$ cat src/rtl/eav_pkg.sv
// shared types, character codes and status codes for the address validator
package eav_pkg;

	localparam int unsigned MAX_COMMENT_DEPTH = 255;
	localparam int unsigned DEPTH_W = $clog2(MAX_COMMENT_DEPTH + 1);

	localparam logic [1:0] CTX_TOP = 2'd0;
	localparam logic [1:0] CTX_COMMENT = 2'd1;
	localparam logic [1:0] CTX_ANGLE = 2'd2;

	localparam logic [7:0] CH_AT = 8'h40;
	localparam logic [7:0] CH_BSLASH = 8'h5C;
	localparam logic [7:0] CH_DQUOTE = 8'h22;
	localparam logic [7:0] CH_LPAREN = 8'h28;
	localparam logic [7:0] CH_RPAREN = 8'h29;
	localparam logic [7:0] CH_LANGLE = 8'h3C;
	localparam logic [7:0] CH_RANGLE = 8'h3E;
	localparam logic [7:0] CH_COMMA = 8'h2C;
	localparam logic [7:0] CH_COLON = 8'h3A;
	localparam logic [7:0] CH_LBRACK = 8'h5B;
	localparam logic [7:0] CH_RBRACK = 8'h5D;

	localparam logic [3:0] ST_OK = 4'd0;
	localparam logic [3:0] ST_EMPTY = 4'd1;
	localparam logic [3:0] ST_TOO_FEW_AT = 4'd2;
	localparam logic [3:0] ST_TOO_MANY_AT = 4'd3;
	localparam logic [3:0] ST_NO_LOCAL = 4'd4;
	localparam logic [3:0] ST_NO_DOMAIN = 4'd5;
	localparam logic [3:0] ST_PARENS = 4'd6;
	localparam logic [3:0] ST_QUOTE = 4'd7;
	localparam logic [3:0] ST_UNCLOSED_ANGLE = 4'd8;
	localparam logic [3:0] ST_UNOPENED_ANGLE = 4'd9;
	localparam logic [3:0] ST_COMMA = 4'd10;
	localparam logic [3:0] ST_END = 4'd11;
	localparam logic [3:0] ST_DISALLOWED = 4'd12;
	localparam logic [3:0] ST_BAD_NAME = 4'd13;

	localparam logic [1:0] AT_SAT = 2'd2;

	typedef struct packed {
		logic [1:0]         context_mode;
		logic               in_quotes;
		logic [DEPTH_W-1:0] comment_depth;
		logic               skip_next;
		logic               seen_first;
		logic [3:0]         error_latched;
		logic               any_at_seen;
		logic [1:0]         unquoted_at_count;
	} eav_state_t;

	localparam eav_state_t STATE_RST = '0;

endpackage

$ cat src/rtl/email_address_validator_core.sv
// top level: input register, scanner state, status result register
// One character item is taken per cycle unless the input stalls; each item is held in the input register, where
// the scanner state is updated, and the status for an address appears in the result register
// the cycle after its last byte (or the empty-address marker) leaves the input register.
// The result register lets the next address be accepted while a status still waits; the input
// stalls only when a finished status is held back and another status is about to be produced.
module email_address_validator_core (
	input  logic       clk,
	input  logic       arst_n,
	input  logic       char_valid,
	output logic       char_stall,
	input  logic [7:0] char_byte,
	input  logic       last_byte,
	input  logic       empty_string,
	output logic       status_valid,
	input  logic       status_stall,
	output logic [3:0] status_code
);
	import eav_pkg::*;

	logic       valid_s1;
	logic [7:0] char_s1;
	logic       last_s1;
	logic       empty_s1;

	eav_state_t state_q;
	eav_state_t state_nxt;
	logic [3:0] code_nxt;
	logic       status_valid_q;
	logic [3:0] status_code_q;

	logic       out_free;
	logic       ends_s1;
	logic       fire_s1;
	logic       accept;

	assign out_free = !status_valid_q || !status_stall;
	assign ends_s1 = last_s1 || empty_s1;
	assign fire_s1 = valid_s1 && (!ends_s1 || out_free);
	assign char_stall = valid_s1 && !fire_s1;
	assign accept = char_valid && !char_stall;

	eav_scan u_scan (
		.cur          (state_q),
		.char_byte    (char_s1),
		.last_byte    (last_s1),
		.empty_string (empty_s1),
		.nxt          (state_nxt),
		.status_code  (code_nxt)
	);

	always_ff @(posedge clk or negedge arst_n) begin
		if (!arst_n) begin
			valid_s1 <= 1'b0;
		end else if (accept) begin
			valid_s1 <= 1'b1;
		end else if (fire_s1) begin
			valid_s1 <= 1'b0;
		end
	end

	always_ff @(posedge clk) begin
		if (accept) begin
			char_s1 <= char_byte;
			last_s1 <= last_byte;
			empty_s1 <= empty_string;
		end
	end

	always_ff @(posedge clk or negedge arst_n) begin
		if (!arst_n) begin
			state_q <= STATE_RST;
		end else if (fire_s1) begin
			state_q <= state_nxt;
		end
	end

	always_ff @(posedge clk or negedge arst_n) begin
		if (!arst_n) begin
			status_valid_q <= 1'b0;
		end else if (out_free) begin
			status_valid_q <= fire_s1 && ends_s1;
		end
	end

	always_ff @(posedge clk) begin
		if (fire_s1 && ends_s1) begin
			status_code_q <= code_nxt;
		end
	end

	assign status_valid = status_valid_q;
	assign status_code = status_code_q;

	a_result_from_end: assert property (@(posedge clk) disable iff (!arst_n)
		$rose(status_valid_q) |-> $past(fire_s1 && ends_s1))
		else $error("status appeared without an ending item");

	a_state_cleared: assert property (@(posedge clk) disable iff (!arst_n)
		(fire_s1 && ends_s1) |=> (state_q == STATE_RST))
		else $error("scanner state not cleared after address end");

	a_error_sticky: assert property (@(posedge clk) disable iff (!arst_n)
		(state_q.error_latched != ST_OK && fire_s1 && !ends_s1)
		|=> (state_q.error_latched == $past(state_q.error_latched)))
		else $error("latched error changed mid-address");

	a_code_range: assert property (@(posedge clk) disable iff (!arst_n)
		status_valid_q |-> (status_code_q <= ST_BAD_NAME))
		else $error("status code out of range");

	a_no_overwrite: assert property (@(posedge clk) disable iff (!arst_n)
		(status_valid_q && status_stall) |=> (status_valid_q && $stable(status_code_q)))
		else $error("held status overwritten");

endmodule

$ cat src/rtl/eav_scan.sv
// per-item scan step: next scanner state and the end-of-address status
module eav_scan (
	input  eav_pkg::eav_state_t cur,
	input  logic [7:0]          char_byte,
	input  logic                last_byte,
	input  logic                empty_string,
	output eav_pkg::eav_state_t nxt,
	output logic [3:0]          status_code
);
	import eav_pkg::*;

	eav_state_t         upd;
	logic [3:0]         lat;
	logic               at_inc;
	logic [DEPTH_W-1:0] dec_depth;

	always_comb begin
		upd = cur;
		lat = ST_OK;
		at_inc = 1'b0;
		dec_depth = (cur.comment_depth != '0) ? cur.comment_depth - 1'b1 : '0;

		if (char_byte == CH_AT) begin
			upd.any_at_seen = 1'b1;
		end

		if (cur.error_latched == ST_OK) begin
			if (cur.skip_next) begin
				upd.skip_next = 1'b0;
				at_inc = (char_byte == CH_AT);
			end else if (cur.context_mode == CTX_COMMENT) begin
				case (char_byte)
					CH_LPAREN: begin
						if (cur.comment_depth < DEPTH_W'(MAX_COMMENT_DEPTH)) begin
							upd.comment_depth = cur.comment_depth + 1'b1;
						end
					end
					CH_RPAREN: begin
						upd.comment_depth = dec_depth;
						if (dec_depth == '0) begin
							upd.context_mode = CTX_TOP;
						end
					end
					CH_BSLASH: begin
						upd.skip_next = 1'b1;
						if (last_byte) lat = ST_END;
					end
					CH_AT: at_inc = 1'b1;
					default: ;
				endcase
			end else if (cur.context_mode == CTX_ANGLE) begin
				case (char_byte)
					CH_COMMA: if (!cur.in_quotes) lat = ST_COMMA;
					CH_DQUOTE: upd.in_quotes = !cur.in_quotes;
					CH_AT: at_inc = !cur.in_quotes;
					CH_RANGLE: if (!cur.in_quotes) upd.context_mode = CTX_TOP;
					CH_BSLASH: begin
						upd.skip_next = 1'b1;
						if (last_byte) lat = ST_END;
					end
					default: ;
				endcase
			end else begin
				case (char_byte)
					CH_DQUOTE: upd.in_quotes = !cur.in_quotes;
					CH_LPAREN: begin
						if (!cur.in_quotes) begin
							upd.context_mode = CTX_COMMENT;
							upd.comment_depth = DEPTH_W'(1);
						end
					end
					CH_LBRACK, CH_RBRACK: if (!cur.in_quotes) lat = ST_BAD_NAME;
					CH_COLON: if (!cur.in_quotes) lat = ST_DISALLOWED;
					CH_LANGLE: if (!cur.in_quotes) upd.context_mode = CTX_ANGLE;
					CH_BSLASH: begin
						upd.skip_next = 1'b1;
						if (last_byte) lat = ST_END;
					end
					CH_COMMA: if (!cur.in_quotes) lat = ST_COMMA;
					CH_RPAREN: if (!cur.in_quotes) lat = ST_PARENS;
					CH_RANGLE: if (!cur.in_quotes) lat = ST_UNOPENED_ANGLE;
					CH_AT: begin
						if (!cur.in_quotes) begin
							at_inc = 1'b1;
							// leading @ wins over trailing @
							if (!cur.seen_first) lat = ST_NO_LOCAL;
							else if (last_byte) lat = ST_NO_DOMAIN;
						end
					end
					default: ;
				endcase
			end
			upd.error_latched = lat;
		end

		if (at_inc && cur.unquoted_at_count != AT_SAT) begin
			upd.unquoted_at_count = cur.unquoted_at_count + 1'b1;
		end
		upd.seen_first = 1'b1;

		// end checks in priority order; an empty address overrides them all below
		if (!upd.any_at_seen) status_code = ST_TOO_FEW_AT;
		else if (upd.error_latched != ST_OK) status_code = upd.error_latched;
		else if (upd.unquoted_at_count == '0 && !upd.in_quotes) status_code = ST_TOO_FEW_AT;
		else if (upd.in_quotes) status_code = ST_QUOTE;
		else if (upd.context_mode == CTX_COMMENT) status_code = ST_PARENS;
		else if (upd.context_mode == CTX_ANGLE) status_code = ST_UNCLOSED_ANGLE;
		else if (upd.unquoted_at_count == AT_SAT) status_code = ST_TOO_MANY_AT;
		else status_code = ST_OK;

		if (empty_string) begin
			status_code = ST_EMPTY;
			nxt = STATE_RST;
		end else if (last_byte) begin
			nxt = STATE_RST;
		end else begin
			nxt = upd;
		end
	end

endmodule
$ cat config.mk
export PLATFORM = sky130hd
export DESIGN_NAME = email_address_validator_core
export DESIGN_NICKNAME = d
export VERILOG_FILES = /design/src/rtl/eav_pkg.sv /design/src/rtl/email_address_validator_core.sv /design/src/rtl/eav_scan.sv
export SDC_FILE = /design/constraint.sdc
export NUM_CORES = 1
export LEC_CHECK = 0
export ABC_AREA = 1
export BUFFER_PORTS_ARGS = -buffer_cell sky130_fd_sc_hd__buf_2
export CAP_MARGIN = 20
export CORE_MARGIN = 1.5
export CORE_UTILIZATION = 33
export CTS_BUF_LIST = sky130_fd_sc_hd__clkbuf_8 sky130_fd_sc_hd__clkbuf_16
export CTS_CLUSTER_DIAMETER = 30
export DETAILED_ROUTE_END_ITERATION = 8
export PLACE_DENSITY = 0.48
export SLEW_MARGIN = 10
export SYNTH_ARGS = -nofsm -noshare
export SYNTH_HDL_FRONTEND = slang
export SYNTH_SLANG_ARGS = --single-unit
$ cat constraint.sdc
create_clock -name clk -period 2.3 [get_ports clk]
set_clock_uncertainty 0.2 [all_clocks]
set_input_delay 0.115 -clock clk [delete_from_list [all_inputs] [get_ports clk]]
set_output_delay 0.115 -clock clk [all_outputs]
set_load 0.02 [all_outputs]
After elaboration in Yosys (flattened, before gate mapping)
Cells that the tools add are included.
- register bits after elaboration: 36
- latch bits: 0
- memory bits (writable): 0
- memory bits (read-only): 0
- output and inout port bits: 6
- logic and storage cells: 129
- memories kept: 0
- $add $sub $neg: 3
- $mul: 0
- div/mod/pow operators: 0
- $lt $le $gt $ge: 1
- eq/ne operators: 21
- shifts and indexed selects: 0
- muxes and demuxes: 59
- bitwise logic cells: 1
- reduce and logical (&&, ||, !) cells: 29
- operators by type and width (kind ; count):
    $mux 4 ; 16
    $eq 8x6->1 const B ; 7
    $mux 20 ; 2
    $mux 8 ; 5
    $eq 8x7->1 const B ; 4
    $pmux 4 s7 ; 1
    $mux 2 ; 10
    $pmux 8 s2 ; 1
    $mux 1 ; 15
    $mux 12 ; 1
    $mux 3 ; 4
    $reduce_bool 4->1 ; 3
    $mux 11 ; 1
    $mux 9 ; 1
    $add 8x1->8 const B ; 1
    $logic_not 8->1 ; 1
    $lt 8x8->1 const B ; 1
    $ne 4x3->1 const B ; 2
    $pmux 4 s2 ; 1
    $reduce_and 8->1 ; 1
    $reduce_bool 8->1 ; 1
    $sub 8x1->8 const B ; 1
    $logic_not 1->1 ; 7
    $eq 2x2->1 const B ; 3
    other kinds (15) ; 24

Logic depth before layout (Yosys ltp)
- word-level depth: 16
- mapped depth: 17

Modules after synthesis
From an unflattened synthesis, not the netlist that was laid out.
- cell total of the unflattened synthesis: 458
- area total of the unflattened synthesis: 3094.2 um2
- modules (own cells, without submodules) (module ; times used ; cells each ; area an instance (um2) ; seq. area each (um2)):
    eav_scan ; 1 ; 341 ; 1734.2 ; 0.0
    email_address_validator_core ; 1 ; 117 ; 1360.1 ; 970.9

Least setup slack after synthesis
Ideal clock, no wire load.
- path kind: reg-to-reg
- from: reg state_q[9] (netlist bit)
- to: reg status_code_q[0] (netlist: status_code[0]) (data pin)
- arrival: 1.748 ns
- data required time: 1.848 ns
- setup slack: 0.100 ns
- cell stages (with the launch flop): 16
- buffers on the path: 0
- path through: dfrtp_1 -> inv_1 -> ha_1 -> nand2_1 -> nor2_2 -> nand2_2 -> nand2_1 -> nand2_1 -> nor2_1 -> nand3_1 -> nand2_1 -> nand3_1 -> nand3_1 -> nand3_1 -> nand2_1 -> nand2_1
- cells in the longest elaborated chain, start to end: 15
- elaborated cells on any way between the ends: 17
- those cells by class: add/sub (1); eq/ne (2); mux (12); reduce/logical (2)
- ends and longest elaborated chain (what ; line ; source):
    from (decl) ; email_address_validator_core.sv:26 ; eav_state_t state_q;
    from (signal assigned) ; email_address_validator_core.sv:74 ; state_q <= state_nxt;
    $sub 8x1->8 / $reduce_bool 8->1 (equally long branches) ; eav_scan.sv:21 ; dec_depth = (cur.comment_depth != '0) ? cur.comment_depth - 1'b1 : '0;
    $mux 8 (*) ; eav_scan.sv:21 ;
    $logic_not 8->1 (*) ; eav_scan.sv:40 ; if (dec_depth == '0) begin
    $mux 2 (*) ; eav_scan.sv:40 ;
    $mux 2 (*) ; eav_scan.sv:32 ; case (char_byte)
    $mux 2 (*) ; eav_scan.sv:31 ; end else if (cur.context_mode == CTX_COMMENT) begin
    $mux 11 (*) ; eav_scan.sv:28 ; if (cur.skip_next) begin
    $mux 12 (*) ; eav_scan.sv:27 ; if (cur.error_latched == ST_OK) begin
    $eq 2x2->1 ; eav_scan.sv:107 ; else if (upd.context_mode == CTX_ANGLE) status_code = ST_UNCLOSED_ANGLE;
    $mux 4 ; eav_scan.sv:107 ;
    $mux 4 (*) ; eav_scan.sv:106 ; else if (upd.context_mode == CTX_COMMENT) status_code = ST_PARENS;
    $mux 4 (*) ; eav_scan.sv:105 ; else if (upd.in_quotes) status_code = ST_QUOTE;
    $mux 4 (*) ; eav_scan.sv:104 ; else if (upd.unquoted_at_count == '0 && !upd.in_quotes) status_code = ST_TOO_FEW_AT;
    $mux 4 (*) ; eav_scan.sv:103 ; else if (upd.error_latched != ST_OK) status_code = upd.error_latched;
    $mux 2 (*) ; eav_scan.sv:102 ; if (!upd.any_at_seen) status_code = ST_TOO_FEW_AT;
    to (signal assigned) ; email_address_validator_core.sv:88 ; status_code_q <= code_nxt;
    to (decl) ; email_address_validator_core.sv:30 ; logic [3:0] status_code_q;
Every way passes the cells marked *; elsewhere a longest branch is shown, timed or not. The select of a mux whose other input is x is not followed.
A chain may end at the register's enable or synchronous reset.

Worst setup path in the final report
- from: reg char_s1[5]
- to: reg status_code_q[1] (netlist: status_code[1]) (data pin)
- cells in the longest elaborated chain, start to end: 16
- elaborated cells on any way between the ends: 52
- those cells by class: eq/ne (14); mux (32); reduce/logical (6)
- ends and longest elaborated chain (what ; line ; source):
    from (decl) ; email_address_validator_core.sv:22 ; logic [7:0] char_s1;
    from (signal assigned) ; email_address_validator_core.sv:64 ; char_s1 <= char_byte;
    $eq 8x7->1 ; n/a ;
    $mux 1 (on tied branches) ; eav_scan.sv:64, eav_scan.sv:52 ;
    $mux 1 ; eav_scan.sv:51 ; end else if (cur.context_mode == CTX_ANGLE) begin
    $mux 1 ; eav_scan.sv:31 ;
    $mux 1 ; eav_scan.sv:28 ;
    $mux 1 ; eav_scan.sv:27 ;
    $logic_and 1x1->1 ; eav_scan.sv:96 ; if (at_inc && cur.unquoted_at_count != AT_SAT) begin
    $mux 2 ; eav_scan.sv:96 ;
    $eq 2x2->1 ; eav_scan.sv:108 ; else if (upd.unquoted_at_count == AT_SAT) status_code = ST_TOO_MANY_AT;
    $mux 2 ; eav_scan.sv:108 ;
    $mux 4 ; eav_scan.sv:107 ;
    $mux 4 ; eav_scan.sv:106 ;
    $mux 4 ; eav_scan.sv:105 ;
    $mux 4 ; eav_scan.sv:104 ;
    $mux 4 ; eav_scan.sv:103 ;
    $mux 2 (*) ; eav_scan.sv:102 ;
Marks and branches as above.

==> results by group <==
Run status
  – Status: complete, no violations

Global route
  – First-pass GRT wire length: 10.95 mm
  – All-Layer GR Usage: 16.97%
  – Pin count of the biggest net entering global routing: 23
  – Initial antenna violation count: 0
  – Grt ovf: 0
  – Vias in the first global route: 2323

Pwr
  – Pwr Density: 448.5 nW/um2
  – Worst VDD drop: 0.2546 mV
  – Switching share of power: 31.06%
  – Switching power: 471.5 uW
  – Clk pwr share: 30.0%
  – Seq pwr share: 47.3%
  – Pleak: 0.001672 uW
  – P_int: 1046 uW
  – Combinational share of power: 22.7%

Die
  – Die Span Y: 89.73 um
  – Core area: 7253 um2
  – Chip Width: 89.73 um
  – Core Rows: 31
  – Initial Util: 34.22%
  – DIE AREA: 8051 um2
  – I/O pins: 20

Route
  – Avg Vias per Cell: 4.697
  – DR WL met3: 227 um
  – WL met1: 3.288 mm
  – DR iter-0 viols: 85
  – DR vias: 2494
  – Post-route ant nets: 0
  – Top Layer Used: met4
  – DRC violations left: 0
  – Pre-antenna DRT Iters: 4
  – Drt wl/cell: 12.76 um
  – Detailed Route WL: 6.773 mm
  – Met2 wire length: 3.156 mm

Layout
  – Area Growth Syn to Fin: 36.34%
  – Share of post-route cells with drive strength above 1: 33.33%
  – Core Util, Final: 46.66%
  – Register Area: 973.4 um2
  – N_diodes: 0
  – Area of the multi-input gates: 1453 um2
  – Layout fillers: 768
  – Final net count: 448

Clock network
  – CTS tree: done
  – Worst-Skew Late Latency: 300 ps
  – CTS max path bufs: 2
  – CTS H-Tree Depth: 2
  – CTS Buf Count: 5
  – Clock sinks: 36
  – Root Driver: clkbuf_8
  – Reg clk slew, reported paths: 90 ps

Worst setup path
  – Req. time, crit path: 2260 ps
  – R2R Path Start: char_s1[5]
  – Startpoint types: flip-flop
  – Crit Path Class: reg -> reg
  – CP Capture Point: status_code[1]
  – WP data arrival: 2250 ps
  – Max FO, Critical Path: 4
  – Cell depth of the worst flop-to-flop path: 12
  – Reg-to-reg setup timing slack: 8 ps
  – Crit end category: flip-flop
  – Crit path launch: char_s1[5]
  – Critical R2R Capture: status_code[1]

Timing
  – Fin worst setup slack: 7.922 ps
  – Final setup violation count: 0
  – RSZ-0062 raised after global routing: yes
  – Final Hold Fails: 0
  – Fin. max-slew vios: 0
  – Rel. slew slack: 61.11%
  – Fmax: 0.4363 GHz
  – Worst Tran Pin Value: 583.4 ps
  – Period utilization: 99.66%
  – Tmin final: 2292 ps
  – Final setup TNS: 0 ps

Place
  – Post-DP HPWL: 4.924 mm
  – Placement Setup Slack: -36.24 ps
  – IO buf count: 19
  – GPL Wtd Cong: 0.8372

Yosys
  – Synthesis warning total: 0
  – Sequential cell area fraction in the yosys report: 39.11%
  – Syn nets: 372
  – Post-synth top area share: 22.18%
  – Share of async-settable or async-resettable flops after synthesis: 61.11%
  – Syn Area/Cell: 6.993 um2
  – Mapped Area: 2482 um2
  – #FFs+latches synth: 36
  – Library cells used by synthesis: 34
  – EDFF count, synth: 14
  – Primary FF master, synth: dfrtp_1
  – Yosys top cell by area: dfrtp_1
  – Mapped Cells: 355
  – Most area-consuming cells after synthesis: dfrtp_1, edfxtp_1, nand2_1

Run
  – Max_cap viols: 0

Hold path
  – Min-delay worst type: in -> async
==> stage by stage <==
step | cell area (um2) | power, uW | hold WS, ps | instances
2_1_floorplan | 2482 | 899.2 | -380.6 | 355
3_3_place_gp | 2865 | 1014 | -48.61 | 495
3_5_place_dp | 2865 | 1015 | -47.90 | 495
4_1_cts | 3089 | 1488 | 162.2 | 517
5_1_grt | 3385 | 1588 | 223.3 | 531
6_report | 3385 | 1518 | 151.5 | 531
==> worst min-delay path by stage <==
| stage | from | end | slack (ps) |
|---|---|---|---|
| CTS | arst_n | state_q[6] | 160 |
| finish | arst_n | state_q[6] | 150 |
| global route | arst_n | state_q[6] | 220 |
| detailed placement | arst_n | state_q[2] | -50 |
| floorplan | arst_n | state_q[0] | -380 |
| global placement | arst_n | state_q[2] | -50 |
==> cell usage in the layout, fill, tap and decap left out, drive strengths merged <==
cell,n
nand2,88
o21ai,21
dfrtp,22
nand3,29
and3,1
xor2,6
nor2,65
or2,2
nor3,7
o31ai,1
clkinvlp,1
inv,60
clkinv,2
buf,59
edfxtp,14
clkbuf,5
dlygate4sd3,13
ha,3
a21oi,15
o211ai,3
a22oi,2
nand4,6
o22ai,7
==> logic make-up after synthesis <==
kind of cell,count (synthesis),synth area share [%]
buf+inv,63,10.03
xor+xnor,6,2.117
simple gates,198,35.79
compound gates,49,11.44
fa+ha+maj,3,1.512
flops,36,39.11
==> power by group through the flow <==
stage | sequential, uW | combinational (uW) | clock, uW
after detailed placement | 728 | 286 | 0
after floorplan | 738 | 161 | 0
after global routing | 721 | 385 | 482
final | 718 | 345 | 455
after global placement | 727 | 287 | 0
after CTS | 715 | 305 | 469
==> layer usage <==
metal	track usage, %	vias up
li1	-	1296
met1	23.20	1145
met2	27.80	43
met3	2.538	10
met4	5.026	0
met5	0	-
==> synth_stat cells (2+ instances only) <==
master and number:
nor2_4 2, nand3_2 2, a21oi_2 3, dfrtp_1 22, edfxtp_1 14, a21oi_1 12
nand4_1 5, xor2_1 6, o211ai_1 3, nand2_1 83, a22oi_1 2, inv_1 49
o21ai_0 17, ha_1 3, inv_2 10, nand2_2 5, nor3_1 5, nand3_1 27
o21ai_1 3, nor2_2 7, o22ai_1 7, nor2_1 56
==> critical path: stages, from the launching register on <==
cell	delay, ps
edfxtp_1	490
nor2_2	200
nand2_2	90
nor3_4	240
nand3_2	130
or2_0	250
nand2_2	100
inv_2	50
nor2_4	120
nand2_2	60
nand3_2	70
nand2_2	50
a21oi_2	100
==> flip-flops by register name, indices dropped and copies added (netlist names) <==
signal        count
state_q          20
valid_s1          1
status_valid      1
empty_s1          1
last_s1           1
status_code       4
char_s1           8
==> what timing repair did <==
action	CTS	global route
pin swaps	0	26
setup buffers	1	14
gates resized for setup	1	58
setup endpoints to repair	3	4
hold endpoints to repair	34	0
hold buffers	13	0
==> area by class of cell <==
type                    count  share of cell area (%)
clock inverters             3                  0.4436
clock buffers               5                   2.033
flip-flops and latches     36                   28.76
repair buffers             72                   15.53
multi-input cells         256                   42.92
inverters                  60                   6.654
well taps                  99                   3.660
Note: power is estimated with default switching activity, not from simulation.
